`src/hw/rtl/pft_pkg.sv`:
```
// ----------------------------------------------------------------------------
// pft_pkg
// Types and constants shared by the protobuf field tokenizer modules.
// ----------------------------------------------------------------------------
package pft_pkg;

    localparam int QUEUE_DEPTH = 4;

    localparam logic [3:0] VARINT_LAST_STEP = 4'd9;
    localparam logic [63:0] SKIP_I64 = 64'd8;
    localparam logic [63:0] SKIP_I32 = 64'd4;

    localparam logic [2:0] WT_VARINT = 3'd0;
    localparam logic [2:0] WT_I64    = 3'd1;
    localparam logic [2:0] WT_LEN    = 3'd2;
    localparam logic [2:0] WT_I32    = 3'd5;

    localparam logic [1:0] ERR_NONE      = 2'd0;
    localparam logic [1:0] ERR_MALFORMED = 2'd1;
    localparam logic [1:0] ERR_WIRE_TYPE = 2'd2;

    typedef enum logic [1:0] {
        PH_KEY,
        PH_VALUE,
        PH_LENGTH,
        PH_SKIP
    } t_phase;

    typedef struct packed {
        logic [7:0] data_byte;
        logic       last_byte;
    } t_in_beat;

    typedef struct packed {
        logic [31:0] field_number;
        logic [2:0]  wire_type;
        logic [63:0] field_value;
        logic [1:0]  error_code;
        logic        ends_message;
    } t_out_beat;

    // classified byte handed from front to back
    typedef struct packed {
        logic [6:0] payload;
        logic       cont;
        logic       above_one;
        logic       last;
    } t_token;

endpackage

```
`src/hw/rtl/protobuf_field_tokenizer.sv`:
```
// ----------------------------------------------------------------------------
// protobuf_field_tokenizer
// Splits a protobuf wire-format byte stream into field results.
// ----------------------------------------------------------------------------
// Sustains one byte per cycle. Each accepted byte enters a QUEUE_DEPTH-entry
// token queue; the parser takes one token per cycle and any result sits in an
// output register, so a result reaches the output through the queue and then
// the output register. A stalled output holds the parser only on bytes that make a
// result; the queue keeps absorbing input until it fills, then o_in_stall
// rises. At most one result per byte; bytes after an error give no result up
// to the message's last byte.
module protobuf_field_tokenizer #(
    parameter int QUEUE_DEPTH = pft_pkg::QUEUE_DEPTH
) (
    input  logic               i_clk,
    input  logic               i_rst_n,
    input  logic               i_in_valid,
    output logic               o_in_stall,
    input  pft_pkg::t_in_beat  i_in_beat,
    output logic               o_out_valid,
    input  logic               i_out_stall,
    output pft_pkg::t_out_beat o_out_beat
);

    logic            w_head_valid;
    pft_pkg::t_token w_head;
    logic            w_pop;

    pft_front #(
        .QUEUE_DEPTH(QUEUE_DEPTH)
    ) u_front (
        .i_clk       (i_clk),
        .i_rst_n     (i_rst_n),
        .i_in_valid  (i_in_valid),
        .o_in_stall  (o_in_stall),
        .i_in_beat   (i_in_beat),
        .o_head_valid(w_head_valid),
        .o_head      (w_head),
        .i_pop       (w_pop)
    );

    pft_back u_back (
        .i_clk       (i_clk),
        .i_rst_n     (i_rst_n),
        .i_head_valid(w_head_valid),
        .i_head      (w_head),
        .o_pop       (w_pop),
        .o_out_valid (o_out_valid),
        .i_out_stall (i_out_stall),
        .o_out_beat  (o_out_beat)
    );

endmodule

```
`src/hw/rtl/pft_front.sv`:
```
// ----------------------------------------------------------------------------
// pft_front
// Accepts message bytes, splits each into varint payload and flags, and
// queues the tokens for the parser.
// ----------------------------------------------------------------------------
module pft_front #(
    parameter int QUEUE_DEPTH = pft_pkg::QUEUE_DEPTH
) (
    input  logic              i_clk,
    input  logic              i_rst_n,
    input  logic              i_in_valid,
    output logic              o_in_stall,
    input  pft_pkg::t_in_beat i_in_beat,
    output logic              o_head_valid,
    output pft_pkg::t_token   o_head,
    input  logic              i_pop
);

    localparam int PTR_W = $clog2(QUEUE_DEPTH);
    localparam int CNT_W = $clog2(QUEUE_DEPTH + 1);
    localparam logic [PTR_W-1:0] PTR_LAST = PTR_W'(QUEUE_DEPTH - 1);
    localparam logic [CNT_W-1:0] CNT_FULL = CNT_W'(QUEUE_DEPTH);

    pft_pkg::t_token r_mem [QUEUE_DEPTH];
    logic [PTR_W-1:0] r_wr_ptr, n_wr_ptr;
    logic [PTR_W-1:0] r_rd_ptr, n_rd_ptr;
    logic [CNT_W-1:0] r_count, n_count;
    pft_pkg::t_token  w_token;
    logic             w_push;
    logic             w_pop;
    logic             w_full;

    assign w_full       = (r_count == CNT_FULL);
    assign o_in_stall   = w_full;
    assign o_head_valid = (r_count != '0);
    assign o_head       = r_mem[r_rd_ptr];
    assign w_push       = i_in_valid && !w_full;
    assign w_pop        = i_pop && o_head_valid;

    always_comb begin
        w_token.payload   = i_in_beat.data_byte[6:0];
        w_token.cont      = i_in_beat.data_byte[7];
        w_token.above_one = (i_in_beat.data_byte[7:1] != 7'd0);
        w_token.last      = i_in_beat.last_byte;
    end

    always_comb begin
        n_wr_ptr = r_wr_ptr;
        n_rd_ptr = r_rd_ptr;
        n_count  = r_count;
        if (w_push) begin
            n_wr_ptr = (r_wr_ptr == PTR_LAST) ? '0 : r_wr_ptr + 1'b1;
        end
        if (w_pop) begin
            n_rd_ptr = (r_rd_ptr == PTR_LAST) ? '0 : r_rd_ptr + 1'b1;
        end
        if (w_push && !w_pop) begin
            n_count = r_count + 1'b1;
        end else if (!w_push && w_pop) begin
            n_count = r_count - 1'b1;
        end
    end

    always_ff @(posedge i_clk) begin
        if (!i_rst_n) begin
            r_wr_ptr <= '0;
            r_rd_ptr <= '0;
            r_count  <= '0;
        end else begin
            r_wr_ptr <= n_wr_ptr;
            r_rd_ptr <= n_rd_ptr;
            r_count  <= n_count;
        end
    end

    always_ff @(posedge i_clk) begin
        if (w_push) begin
            r_mem[r_wr_ptr] <= w_token;
        end
    end

`ifndef SYNTHESIS
    a_count_bound: assert property (@(posedge i_clk) disable iff (!i_rst_n)
        r_count <= CNT_FULL)
        else $error("queue count beyond depth");

    a_count_track: assert property (@(posedge i_clk) disable iff (!i_rst_n)
        (w_push && !w_pop) |=> r_count == $past(r_count) + 1'b1)
        else $error("queue count missed a push");
`endif

endmodule

```
`src/hw/rtl/pft_back.sv`:
```
// ----------------------------------------------------------------------------
// pft_back
// Wire-format parser: takes queued byte tokens, decodes key, varint, length
// and skip phases, and registers one result beat per completed field or fault.
// ----------------------------------------------------------------------------
module pft_back (
    input  logic               i_clk,
    input  logic               i_rst_n,
    input  logic               i_head_valid,
    input  pft_pkg::t_token    i_head,
    output logic               o_pop,
    output logic               o_out_valid,
    input  logic               i_out_stall,
    output pft_pkg::t_out_beat o_out_beat
);

    pft_pkg::t_phase    r_phase, n_phase;
    logic [63:0]        r_acc, n_acc;
    logic [3:0]         r_step, n_step;
    logic [63:0]        r_skip, n_skip;
    logic [31:0]        r_held_num, n_held_num;
    logic [2:0]         r_held_wire, n_held_wire;
    logic               r_discard, n_discard;
    logic               r_out_valid;
    pft_pkg::t_out_beat r_out;

    logic [63:0]        w_merged;
    logic               w_vbad;
    logic               w_vdone;
    logic [2:0]         w_key_wire;
    logic [63:0]        w_skip_dec;
    logic               w_emit;
    logic               w_fail;
    logic               w_fin;
    pft_pkg::t_out_beat w_res;
    logic               w_slot_free;
    logic               w_fire;

    assign w_merged = r_acc | ({57'd0, i_head.payload} << (7'(r_step) * 7'd7));
    assign w_vbad   = (r_step > pft_pkg::VARINT_LAST_STEP) ||
                      ((r_step == pft_pkg::VARINT_LAST_STEP) && i_head.above_one);
    assign w_vdone    = !i_head.cont;
    assign w_key_wire = w_merged[2:0];
    assign w_skip_dec = (r_skip == 64'd0) ? 64'd0 : r_skip - 64'd1;

    // step outcome: result beat and whether it closes the field
    always_comb begin
        w_fail             = 1'b0;
        w_fin              = 1'b0;
        w_res.field_number = r_held_num;
        w_res.wire_type    = r_held_wire;
        w_res.field_value  = 64'd0;
        w_res.error_code   = pft_pkg::ERR_MALFORMED;
        w_res.ends_message = i_head.last;
        unique case (r_phase)
            pft_pkg::PH_KEY: begin
                w_res.field_number = 32'd0;
                w_res.wire_type    = 3'd0;
                if (w_vbad || (!w_vdone && i_head.last) || (w_vdone && w_merged == 64'd0)) begin
                    w_fail = 1'b1;
                end else if (w_vdone) begin
                    if (w_key_wire != pft_pkg::WT_VARINT && w_key_wire != pft_pkg::WT_I64 &&
                        w_key_wire != pft_pkg::WT_LEN && w_key_wire != pft_pkg::WT_I32) begin
                        w_fail             = 1'b1;
                        w_res.error_code   = pft_pkg::ERR_WIRE_TYPE;
                        w_res.field_number = w_merged[34:3];
                        w_res.wire_type    = w_key_wire;
                    end else if (i_head.last) begin
                        w_fail             = 1'b1;
                        w_res.field_number = w_merged[34:3];
                        w_res.wire_type    = w_key_wire;
                    end
                end
            end
            pft_pkg::PH_VALUE: begin
                if (w_vbad || (!w_vdone && i_head.last)) begin
                    w_fail = 1'b1;
                end else if (w_vdone) begin
                    w_fin             = 1'b1;
                    w_res.field_value = w_merged;
                    w_res.error_code  = pft_pkg::ERR_NONE;
                end
            end
            pft_pkg::PH_LENGTH: begin
                if (w_vbad || (!w_vdone && i_head.last)) begin
                    w_fail = 1'b1;
                end else if (w_vdone && w_merged == 64'd0) begin
                    w_fin            = 1'b1;
                    w_res.error_code = pft_pkg::ERR_NONE;
                end else if (w_vdone && i_head.last) begin
                    w_fail = 1'b1;
                end
            end
            pft_pkg::PH_SKIP: begin
                if (w_skip_dec == 64'd0) begin
                    w_fin             = 1'b1;
                    w_res.field_value = r_acc;
                    w_res.error_code  = pft_pkg::ERR_NONE;
                end else if (i_head.last) begin
                    w_fail = 1'b1;
                end
            end
            default: begin
                w_fail = 1'b1;
            end
        endcase
        if (w_fail) begin
            w_res.field_value = 64'd0;
        end
        w_emit = !r_discard && (w_fail || w_fin);
    end

    assign w_slot_free = !r_out_valid || !i_out_stall;
    assign w_fire      = i_head_valid && (!w_emit || w_slot_free);
    assign o_pop       = w_fire;

    // next state
    always_comb begin
        n_phase     = r_phase;
        n_acc       = r_acc;
        n_step      = r_step;
        n_skip      = r_skip;
        n_held_num  = r_held_num;
        n_held_wire = r_held_wire;
        n_discard   = r_discard;
        if (w_fire) begin
            if (r_discard) begin
                if (i_head.last) begin
                    n_discard = 1'b0;
                    n_phase   = pft_pkg::PH_KEY;
                    n_acc     = 64'd0;
                    n_step    = 4'd0;
                    n_skip    = 64'd0;
                end
            end else if (w_fail || w_fin) begin
                n_phase     = pft_pkg::PH_KEY;
                n_acc       = 64'd0;
                n_step      = 4'd0;
                n_skip      = 64'd0;
                n_held_num  = 32'd0;
                n_held_wire = 3'd0;
                if (w_fail) begin
                    n_discard = !i_head.last;
                end
            end else begin
                unique case (r_phase)
                    pft_pkg::PH_KEY: begin
                        if (w_vdone) begin
                            n_held_num  = w_merged[34:3];
                            n_held_wire = w_key_wire;
                            n_acc       = 64'd0;
                            n_step      = 4'd0;
                            if (w_key_wire == pft_pkg::WT_VARINT) begin
                                n_phase = pft_pkg::PH_VALUE;
                            end else if (w_key_wire == pft_pkg::WT_LEN) begin
                                n_phase = pft_pkg::PH_LENGTH;
                            end else if (w_key_wire == pft_pkg::WT_I64) begin
                                n_phase = pft_pkg::PH_SKIP;
                                n_skip  = pft_pkg::SKIP_I64;
                            end else begin
                                n_phase = pft_pkg::PH_SKIP;
                                n_skip  = pft_pkg::SKIP_I32;
                            end
                        end else begin
                            n_acc  = w_merged;
                            n_step = r_step + 4'd1;
                        end
                    end
                    pft_pkg::PH_VALUE: begin
                        n_acc  = w_merged;
                        n_step = r_step + 4'd1;
                    end
                    pft_pkg::PH_LENGTH: begin
                        n_acc = w_merged;
                        if (w_vdone) begin
                            n_skip  = w_merged;
                            n_step  = 4'd0;
                            n_phase = pft_pkg::PH_SKIP;
                        end else begin
                            n_step = r_step + 4'd1;
                        end
                    end
                    pft_pkg::PH_SKIP: begin
                        n_skip = w_skip_dec;
                    end
                    default: begin
                        n_phase = pft_pkg::PH_KEY;
                    end
                endcase
            end
        end
    end

    always_ff @(posedge i_clk) begin
        if (!i_rst_n) begin
            r_phase     <= pft_pkg::PH_KEY;
            r_acc       <= 64'd0;
            r_step      <= 4'd0;
            r_skip      <= 64'd0;
            r_held_num  <= 32'd0;
            r_held_wire <= 3'd0;
            r_discard   <= 1'b0;
            r_out_valid <= 1'b0;
        end else begin
            r_phase     <= n_phase;
            r_acc       <= n_acc;
            r_step      <= n_step;
            r_skip      <= n_skip;
            r_held_num  <= n_held_num;
            r_held_wire <= n_held_wire;
            r_discard   <= n_discard;
            if (w_slot_free) begin
                r_out_valid <= w_fire && w_emit;
            end
        end
    end

    always_ff @(posedge i_clk) begin
        if (w_slot_free && w_fire && w_emit) begin
            r_out <= w_res;
        end
    end

    assign o_out_valid = r_out_valid;
    assign o_out_beat  = r_out;

`ifndef SYNTHESIS
    a_step_bound: assert property (@(posedge i_clk) disable iff (!i_rst_n)
        r_step <= pft_pkg::VARINT_LAST_STEP)
        else $error("varint step past tenth byte");

    a_discard_key: assert property (@(posedge i_clk) disable iff (!i_rst_n)
        r_discard |-> r_phase == pft_pkg::PH_KEY)
        else $error("discarding outside key phase");

    a_err_value: assert property (@(posedge i_clk) disable iff (!i_rst_n)
        (o_out_valid && o_out_beat.error_code != pft_pkg::ERR_NONE)
            |-> o_out_beat.field_value == 64'd0)
        else $error("error beat carries a value");

    a_no_emit_hold: assert property (@(posedge i_clk) disable iff (!i_rst_n)
        (w_emit && i_head_valid && !w_slot_free) |-> !o_pop)
        else $error("token popped with result slot busy");
`endif

endmodule
```
`config.mk`:
```
export PLATFORM = sky130hd
export DESIGN_NAME = protobuf_field_tokenizer
export DESIGN_NICKNAME = d
export VERILOG_FILES = /design/src/hw/rtl/pft_pkg.sv /design/src/hw/rtl/protobuf_field_tokenizer.sv /design/src/hw/rtl/pft_front.sv /design/src/hw/rtl/pft_back.sv
export SDC_FILE = /design/constraint.sdc
export NUM_CORES = 1
export LEC_CHECK = 0
export BUFFER_PORTS_ARGS = -buffer_cell sky130_fd_sc_hd__buf_2
export CAP_MARGIN = 0
export CORE_MARGIN = 10
export CORE_UTILIZATION = 55
export CTS_BUF_LIST = sky130_fd_sc_hd__clkbuf_4 sky130_fd_sc_hd__clkbuf_8
export DETAILED_ROUTE_END_ITERATION = 6
export HOLD_SLACK_MARGIN = 0.02
export PLACE_DENSITY = 0.74
export SKIP_LAST_GASP = 1
export SLEW_MARGIN = 25
export SYNTH_ARGS = -nofsm -noshare
export SYNTH_HDL_FRONTEND = slang
export SYNTH_SLANG_ARGS = --single-unit
```
`constraint.sdc`:
```
create_clock -name i_clk -period 10 [get_ports i_clk]
set_input_delay 1 -clock i_clk [delete_from_list [all_inputs] [get_ports i_clk]]
set_output_delay 1 -clock i_clk [all_outputs]
set_load 0.01 [all_outputs]
```
# --- Word level (Yosys, flattened, before mapping) ---
# Memories as Yosys holds them, arrays and structs flattened. A register that Yosys moved wholly into a read port is not among the register bits.
# Cells that the tools add are included.
word_totals:
  ff_bits: 280
  output_inout_bits: 104
  wordCells: 174
  mem_bits_rw: 40
  n_memories: 1
  inputBits: 13
memory_table:
  columns: ["memory", "words", "width", "rd", "rd_clocked_by_memory_dff", "write_ports", "line", "source"]
  rows:
  - ["u_front.r_mem", 4, 10, 1, 1, 1, "pft_front.sv:24", "pft_pkg::t_token r_mem [QUEUE_DEPTH];"]
op_classes:
  muxes: 76
  shifts: 1
  reduce_logical: 52
  eq_ne: 18
  magnitude_cmp: 1
  n_addsub: 6
  n_mul: 1
  bitwise: 2
ops:
  columns: ["op", "count"]
  rows:
  - ["$mux W64", 11]
  - ["$pmux W64 S2", 2]
  - ["$mux W66", 3]
  - ["$logic_not A64 Y1", 3]
  - ["$pmux W64 S3", 1]
  - ["$mux W35", 5]
  - ["$mux W32", 3]
  - ["$or A64 B64 Y64", 1]
  - ["$shl A7 B7 Y64", 1]
  - ["$sub A64 B1 Y64 const B", 1]
  - ["$mux W2", 14]
  - ["$mux W1", 22]
  - ["$mux W4", 5]
  - ["$logic_and A1 B1 Y1", 16]
  - ["$mux W3", 5]
  - ["$reduce_bool A4 Y1", 3]
  - ["$logic_not A1 Y1", 9]
  - ["$eq A2 B2 Y1 const B", 4]
  - ["$ne A4 B2 Y1 const B", 2]
  - ["$ne A4 B4 Y1 const B", 2]
  - ["$pmux W2 S4", 1]
  - ["$pmux W4 S2", 1]
  - ["$mul A4 B3 Y7 const B", 1]
  - ["$reduce_and A7 Y1", 1]
  - ["30 further kinds", 40]

# --- Longest topological paths before layout ---
logic_depth:
  depth_word: 20
  mapped_depth: 22
  mapped_depth_nobuf: 19

# --- By module ---
# A second synthesis with hierarchy kept.
hier_totals:
  cells_unflattened: 1902
  hier_area_um2: 17294.1
modules_own_cells:
  columns: ["mod", "seq_area_each_um2", "cells_each", "n_inst", "area_each_um2"]
  rows:
  - ["pft_back", 6486.2, 1796, 1, 15361.0]
  - ["pft_front", 1381.3, 106, 1, 1933.1]

# --- Worst setup path after synthesis ---
# Ideal clock, no wire load.
synth_path:
  path_type: "register to register"
  startpoint: "register u_back.r_skip[42]"
  endpoint: "register u_back.r_out, in the netlist u_back.o_out_beat[0], enable pin"
  path_buffers: 2
  t_arrival_ns: 7.996
  period_less_slack_ns: 8.560
  path_slack_ns: 1.440
  t_required_ns: 9.436
  stages_incl_launch_ff: 14
  setup_time_ns: 0.564
  path_cell_list: "dfxtp_1 clkbuf_1 or4_1 nor4_2 mux2_2 or4_1 a2111oi_0 nand4_1 nor4_2 o21ai_4 mux2i_1 buf_4 o21ai_1 nor2_1"
synth_between:
  elab_chain_cells: 12
  word_cells_on_any_way: 15
  cone_classes: "add/sub: 1; mux: 5; reduce/logical: 9"
synth_rtl:
  columns: ["element", "line", "source"]
  rows:
  - ["from (decl)", "pft_back.sv:20", "logic [63:0] r_skip, n_skip;"]
  - ["from (signal assigned)", "pft_back.sv:208", "r_skip <= n_skip;"]
  - ["$sub A64 B1 Y64 / $logic_not A64 Y1 (equally long branches)", "pft_back.sv:44", "assign w_skip_dec = (r_skip == 64'd0) ? 64'd0 : r_skip - 64'd1;"]
  - ["$mux W64 *", "pft_back.sv:44", null]
  - ["$logic_not A64 Y1 *", "pft_back.sv:95", "if (w_skip_dec == 64'd0) begin"]
  - ["$mux W1", "pft_back.sv:95", null]
  - ["$pmux W1 S4 / $pmux W1 S3 (equally long branches)", "pft_back.sv:55", "unique case (r_phase)"]
  - ["$logic_or A1 B1 Y1 *", "pft_back.sv:110", "w_emit = !r_discard && (w_fail || w_fin);"]
  - ["$logic_and A1 B1 Y1 *", "pft_back.sv:110", null]
  - ["$logic_not A1 Y1", "pft_back.sv:114", "assign w_fire = i_head_valid && (!w_emit || w_slot_free);"]
  - ["$logic_or A1 B1 Y1", "pft_back.sv:114", null]
  - ["$logic_and A1 B1 Y1", "pft_back.sv:114", null]
  - ["$logic_and A1 B1 Y1", "pft_back.sv:219", "if (w_slot_free && w_fire && w_emit) begin"]
  - ["$logic_and A1 B1 Y1 *", "pft_back.sv:219", null]
  - ["to (signal assigned)", "pft_back.sv:220", "r_out <= w_res;"]
  - ["to (decl)", "pft_back.sv:25", "pft_pkg::t_out_beat r_out;"]
# Every way passes the cells marked *; elsewhere a longest branch is shown, timed or not.
# A chain may end at the register's enable or synchronous reset.

==> summary.txt <==
CRITICAL PATH
-----------------------------------------------------------------------------------------------
Register-to-Register Setup Slack                                                        3.41 ns
Highest net fanout along the worst path                                                      57
Type of origin of the critical path                                                   flip-flop
RR Endpoint                                                                        u_back.r_acc[54]
Arrival time of the worst setup path                                                    7.14 ns
Endpoint type of the worst setup path                                                 flip-flop
Worst Reg-to-Reg Cells                                                                       13
Worst setup path class                                                             flip-flop to flip-flop
Data required time at the worst endpoint                                               10.55 ns

CTS
-----------------------------------------------------------------------------------------------
Clock tree from TritonCTS                                                                  done
Post-CTS Resized                                                                              0
Number of buffers on the longest clock path                                                   3
Clock input transition at the sequential cells of the worst setup and hold paths        0.07 ns
Num CTS Buffers                                                                              53
TritonCTS sink count                                                                        322
Post-cts hold buffer count                                                                    0
Clock insertion delay at the later pin of the skew report                               0.64 ns
CTS HTree Levels                                                                              2
Buffer type at the clock tree root                                                 sky130_fd_sc_hd__clkbuf_8
# Post-CTS Setup Buffers                                                                      0

STA
-----------------------------------------------------------------------------------------------
Least-Margin Pin Slew                                                                   1.15 ns
Sum of negative setup slack                                                                0 ns
Worst slew margin relative to its limit                                                   23.1%
Number of hold violations in the final report                                                 0
Hold Slack                                                                             0.475 ns
Time the worst path needs with I/O delays and setup                                     6.59 ns
Final setup violation count                                                                   0
Unrepaired setup endpoints after global routing                                           false
Fmax                                                                                    152 MHz
Period utilization                                                                        65.9%
Layout Skew                                                                           0.0537 ns
Number of pins exceeding their max-slew limit in the final report                             0

GLOBAL ROUTE
-----------------------------------------------------------------------------------------------
Global routing usage summed across all routing layers                                     31.9%
Vias in the first global route                                                           15,000
Global-route wire length before repair                                                96,100 um
Number of antenna violations at the first check in global routing                             2
Total overflow reported by the global router                                                  0
Largest net degree at the start of global routing                                            74

ROUTE
-----------------------------------------------------------------------------------------------
Aggregate routed wire length                                                          64,000 um
Number of antenna-violating nets in the routed design                                         0
Vias after detailed routing                                                              16,300
Number of optimization iterations in the first detailed-route pass                            7
Vias per cell                                                                              7.01
First-iteration detailed-routing DRC count                                                2,485
Post-route DRC violation count                                                                0
Wire length per cell                                                                    27.6 um

SYNTHESIS
-----------------------------------------------------------------------------------------------
Share of synthesized area occupied by flip-flops and latches                              45.7%
Synth warn                                                                                    0
Post-synthesis cell type with the largest combined area                            sky130_fd_sc_hd__edfxtp_1
Post-synth top flop                                                                sky130_fd_sc_hd__dfxtp_1
Share of synthesized flip-flops with an asynchronous set or reset                            0%
Synthesized Nets                                                                          1,864
Top-count cell post-synth                                                          sky130_fd_sc_hd__dfxtp_1
Count of unique library cells instantiated by Yosys                                          92
Number of flops mapped to enable cells by yosys                                             142
Top cells by area in the synthesized netlist                                       sky130_fd_sc_hd__edfxtp_1 (25%), sky130_fd_sc_hd__dfxtp_1 (21%), sky130_fd_sc_hd__a21oi_1 (4.5%)
Synth Instances                                                                           1,834
Flip-flop and latch count after synthesis                                                   322
Post-synthesis average cell area                                                       9.38 um2
Post-Synthesis Cell Area                                                             17,200 um2
Top cells by count, synth                                                          sky130_fd_sc_hd__dfxtp_1 (180), sky130_fd_sc_hd__nor2_1 (159), sky130_fd_sc_hd__a21oi_1 (154), sky130_fd_sc_hd__edfxtp_1 (142), sky130_fd_sc_hd__clkbuf_1 (127)
Proportion of netlist area held by the largest area contributor                           24.8%

DIE
-----------------------------------------------------------------------------------------------
Core area                                                                            30,700 um2
Total number of placement rows                                                               64
Starting Density                                                                          56.0%
IO Count                                                                                    117
Die ar.                                                                              38,800 um2
Die Width                                                                                197 um
Overall die height                                                                       197 um

PWR
-----------------------------------------------------------------------------------------------
Sequential group share of total power                                                     28.1%
Areal power density over the cells                                                   347 nW/um2
Lkg Pwr                                                                                 6.87 nW
Net switching power                                                                     3.23 mW
Portion of total power attributed to the clock network                                    21.4%
Combinational cell fraction of total power                                                50.5%
Switch share                                                                              48.4%
Maximum vdd drop                                                                         214 uV
Power Internal                                                                          3.44 mW
Sum of internal, switching and leakage power                                            6.68 mW

WORST HOLD PATH
-----------------------------------------------------------------------------------------------
Cells on Worst Hold Path                                                                      2
Min-delay worst type                                                               flip-flop to flip-flop
Start point of the worst hold path                                                 u_front.r_rd_ptr[1]

CELLS AND AREA
-----------------------------------------------------------------------------------------------
Syn-to-layout area delta                                                                  11.9%
Final net count                                                                           1,908
Layout cells sized above 1                                                                17.7%
Count of antenna diodes in the layout                                                         0
Finished Cell Area                                                                   19,300 um2

PLACED DESIGN
-----------------------------------------------------------------------------------------------
Global placement routability congestion                                                   0.986
Post-DP Area                                                                         17,900 um2
Number of buffer cells added on primary ports                                               116
Sum of net half-perimeters after detailed placement                                   45,000 um

RUN STATUS
-----------------------------------------------------------------------------------------------
Result of the run                                                                     completed

FLOW RUN
-----------------------------------------------------------------------------------------------
Max-cap viol count                                                                            0

critical path, cell delays in order (launching register included):
cell                        delay (ns)
sky130_fd_sc_hd__dfxtp_1          0.80
sky130_fd_sc_hd__mux4_2           0.92
sky130_fd_sc_hd__a21oi_1          0.70
sky130_fd_sc_hd__nand4_1          0.16
sky130_fd_sc_hd__nor2_1           0.15
sky130_fd_sc_hd__o2111ai_1        0.17
sky130_fd_sc_hd__or3_1            0.49
sky130_fd_sc_hd__o311ai_1         0.66
sky130_fd_sc_hd__o21ai_1          0.14
sky130_fd_sc_hd__buf_4            0.23
sky130_fd_sc_hd__o211ai_1         0.18
sky130_fd_sc_hd__buf_4            0.59
sky130_fd_sc_hd__and3_1           0.96
sky130_fd_sc_hd__a22o_1           0.28
sequential cells by signal, indices dropped and copies added (netlist names), 2 cells and up, named ones only:
register / flops
u_back.r_skip: 64
u_back.r_held_num: 32
u_front.r_wr_ptr: 2
u_back.r_held_wire: 3
u_front.r_count: 3
u_back.r_phase: 2
u_back.r_step: 4
u_back.r_acc: 64
u_back.o_out_beat: 102
u_front.r_rd_ptr: 2
u_front.r_mem: 40
worst max-delay path by stage:
stage,cells after the start,slack (ns),end
3_5_place_dp,12,3.15,u_back.r_skip[0]
5_1_grt,13,3.06,u_back.r_acc[54]
3_3_place_gp,12,3.34,u_back.r_skip[0]
6_report,13,3.41,u_back.r_acc[54]
2_1_floorplan,13,1.44,u_back.o_out_beat[0]
4_1_cts,12,3.11,u_back.r_skip[0]
through the flow:
step           utilization (%)  setup WS (ns)  instances
2_1_floorplan                -           1.44       1834
3_3_place_gp              58.2           3.34       2217
3_5_place_dp              58.3           3.15       2218
4_1_cts                   62.5           3.11       2318
5_1_grt                   62.6           3.06       2319
6_report                  62.6           3.41       2319
cell families (layout without fill, tap and decap cells):
logic type / after synthesis / in the layout / synth area share (%)
muxes: 22 / 22 / 1.98
and+or+nand+nor: 663 / 663 / 20.4
DFF: 322 / 322 / 45.7
xor gates and xnor gates: 45 / 45 / 2.29
buffers and inverters: 257 / 346 / 6.35
AOI/OAI and AO/OA: 508 / 508 / 21.9
adders and majority gates: 17 / 17 / 1.28
power by group through the flow:
stage | Sequential [mW] | Combinational [mW] | Clock, mW
4_1_cts | 1.88 | 3.23 | 1.43
5_1_grt | 1.91 | 3.54 | 1.49
2_1_floorplan | 2.05 | 2.11 | 0
6_report | 1.88 | 3.37 | 1.43
3_5_place_dp | 1.90 | 3.22 | 0
3_3_place_gp | 1.89 | 3.18 | 0
cell type report:
cell class / count / area (um2)
fill: 2565 / 11500
multi-input combinational: 1255 / 8350
sequential: 322 / 7870
timing repair buffer: 153 / 881
clock buffer: 67 / 847
tap: 396 / 495
clock inverter: 33 / 465
inverter: 93 / 352
layer usage:
layer / part of all wire, % / global-route usage, %
met3: 13 / 8.64
met1: 41 / 44.2
met2: 41 / 44.8
met5: 0.020 / 0
met4: 5.6 / 16.1
cells in the final DEF (no fill, tap or decap), drive strengths merged, types with 51 or more instances in the layout:
master / instances
a21oi: 154
buf: 153
clkbuf: 67
dfxtp: 180
edfxtp: 142
inv: 93
nand2: 123
nand3: 56
nand4: 101
nor2: 160
nor4: 65
o22ai: 51
o31ai: 84
Note: power is estimated with default switching activity, not from simulation.
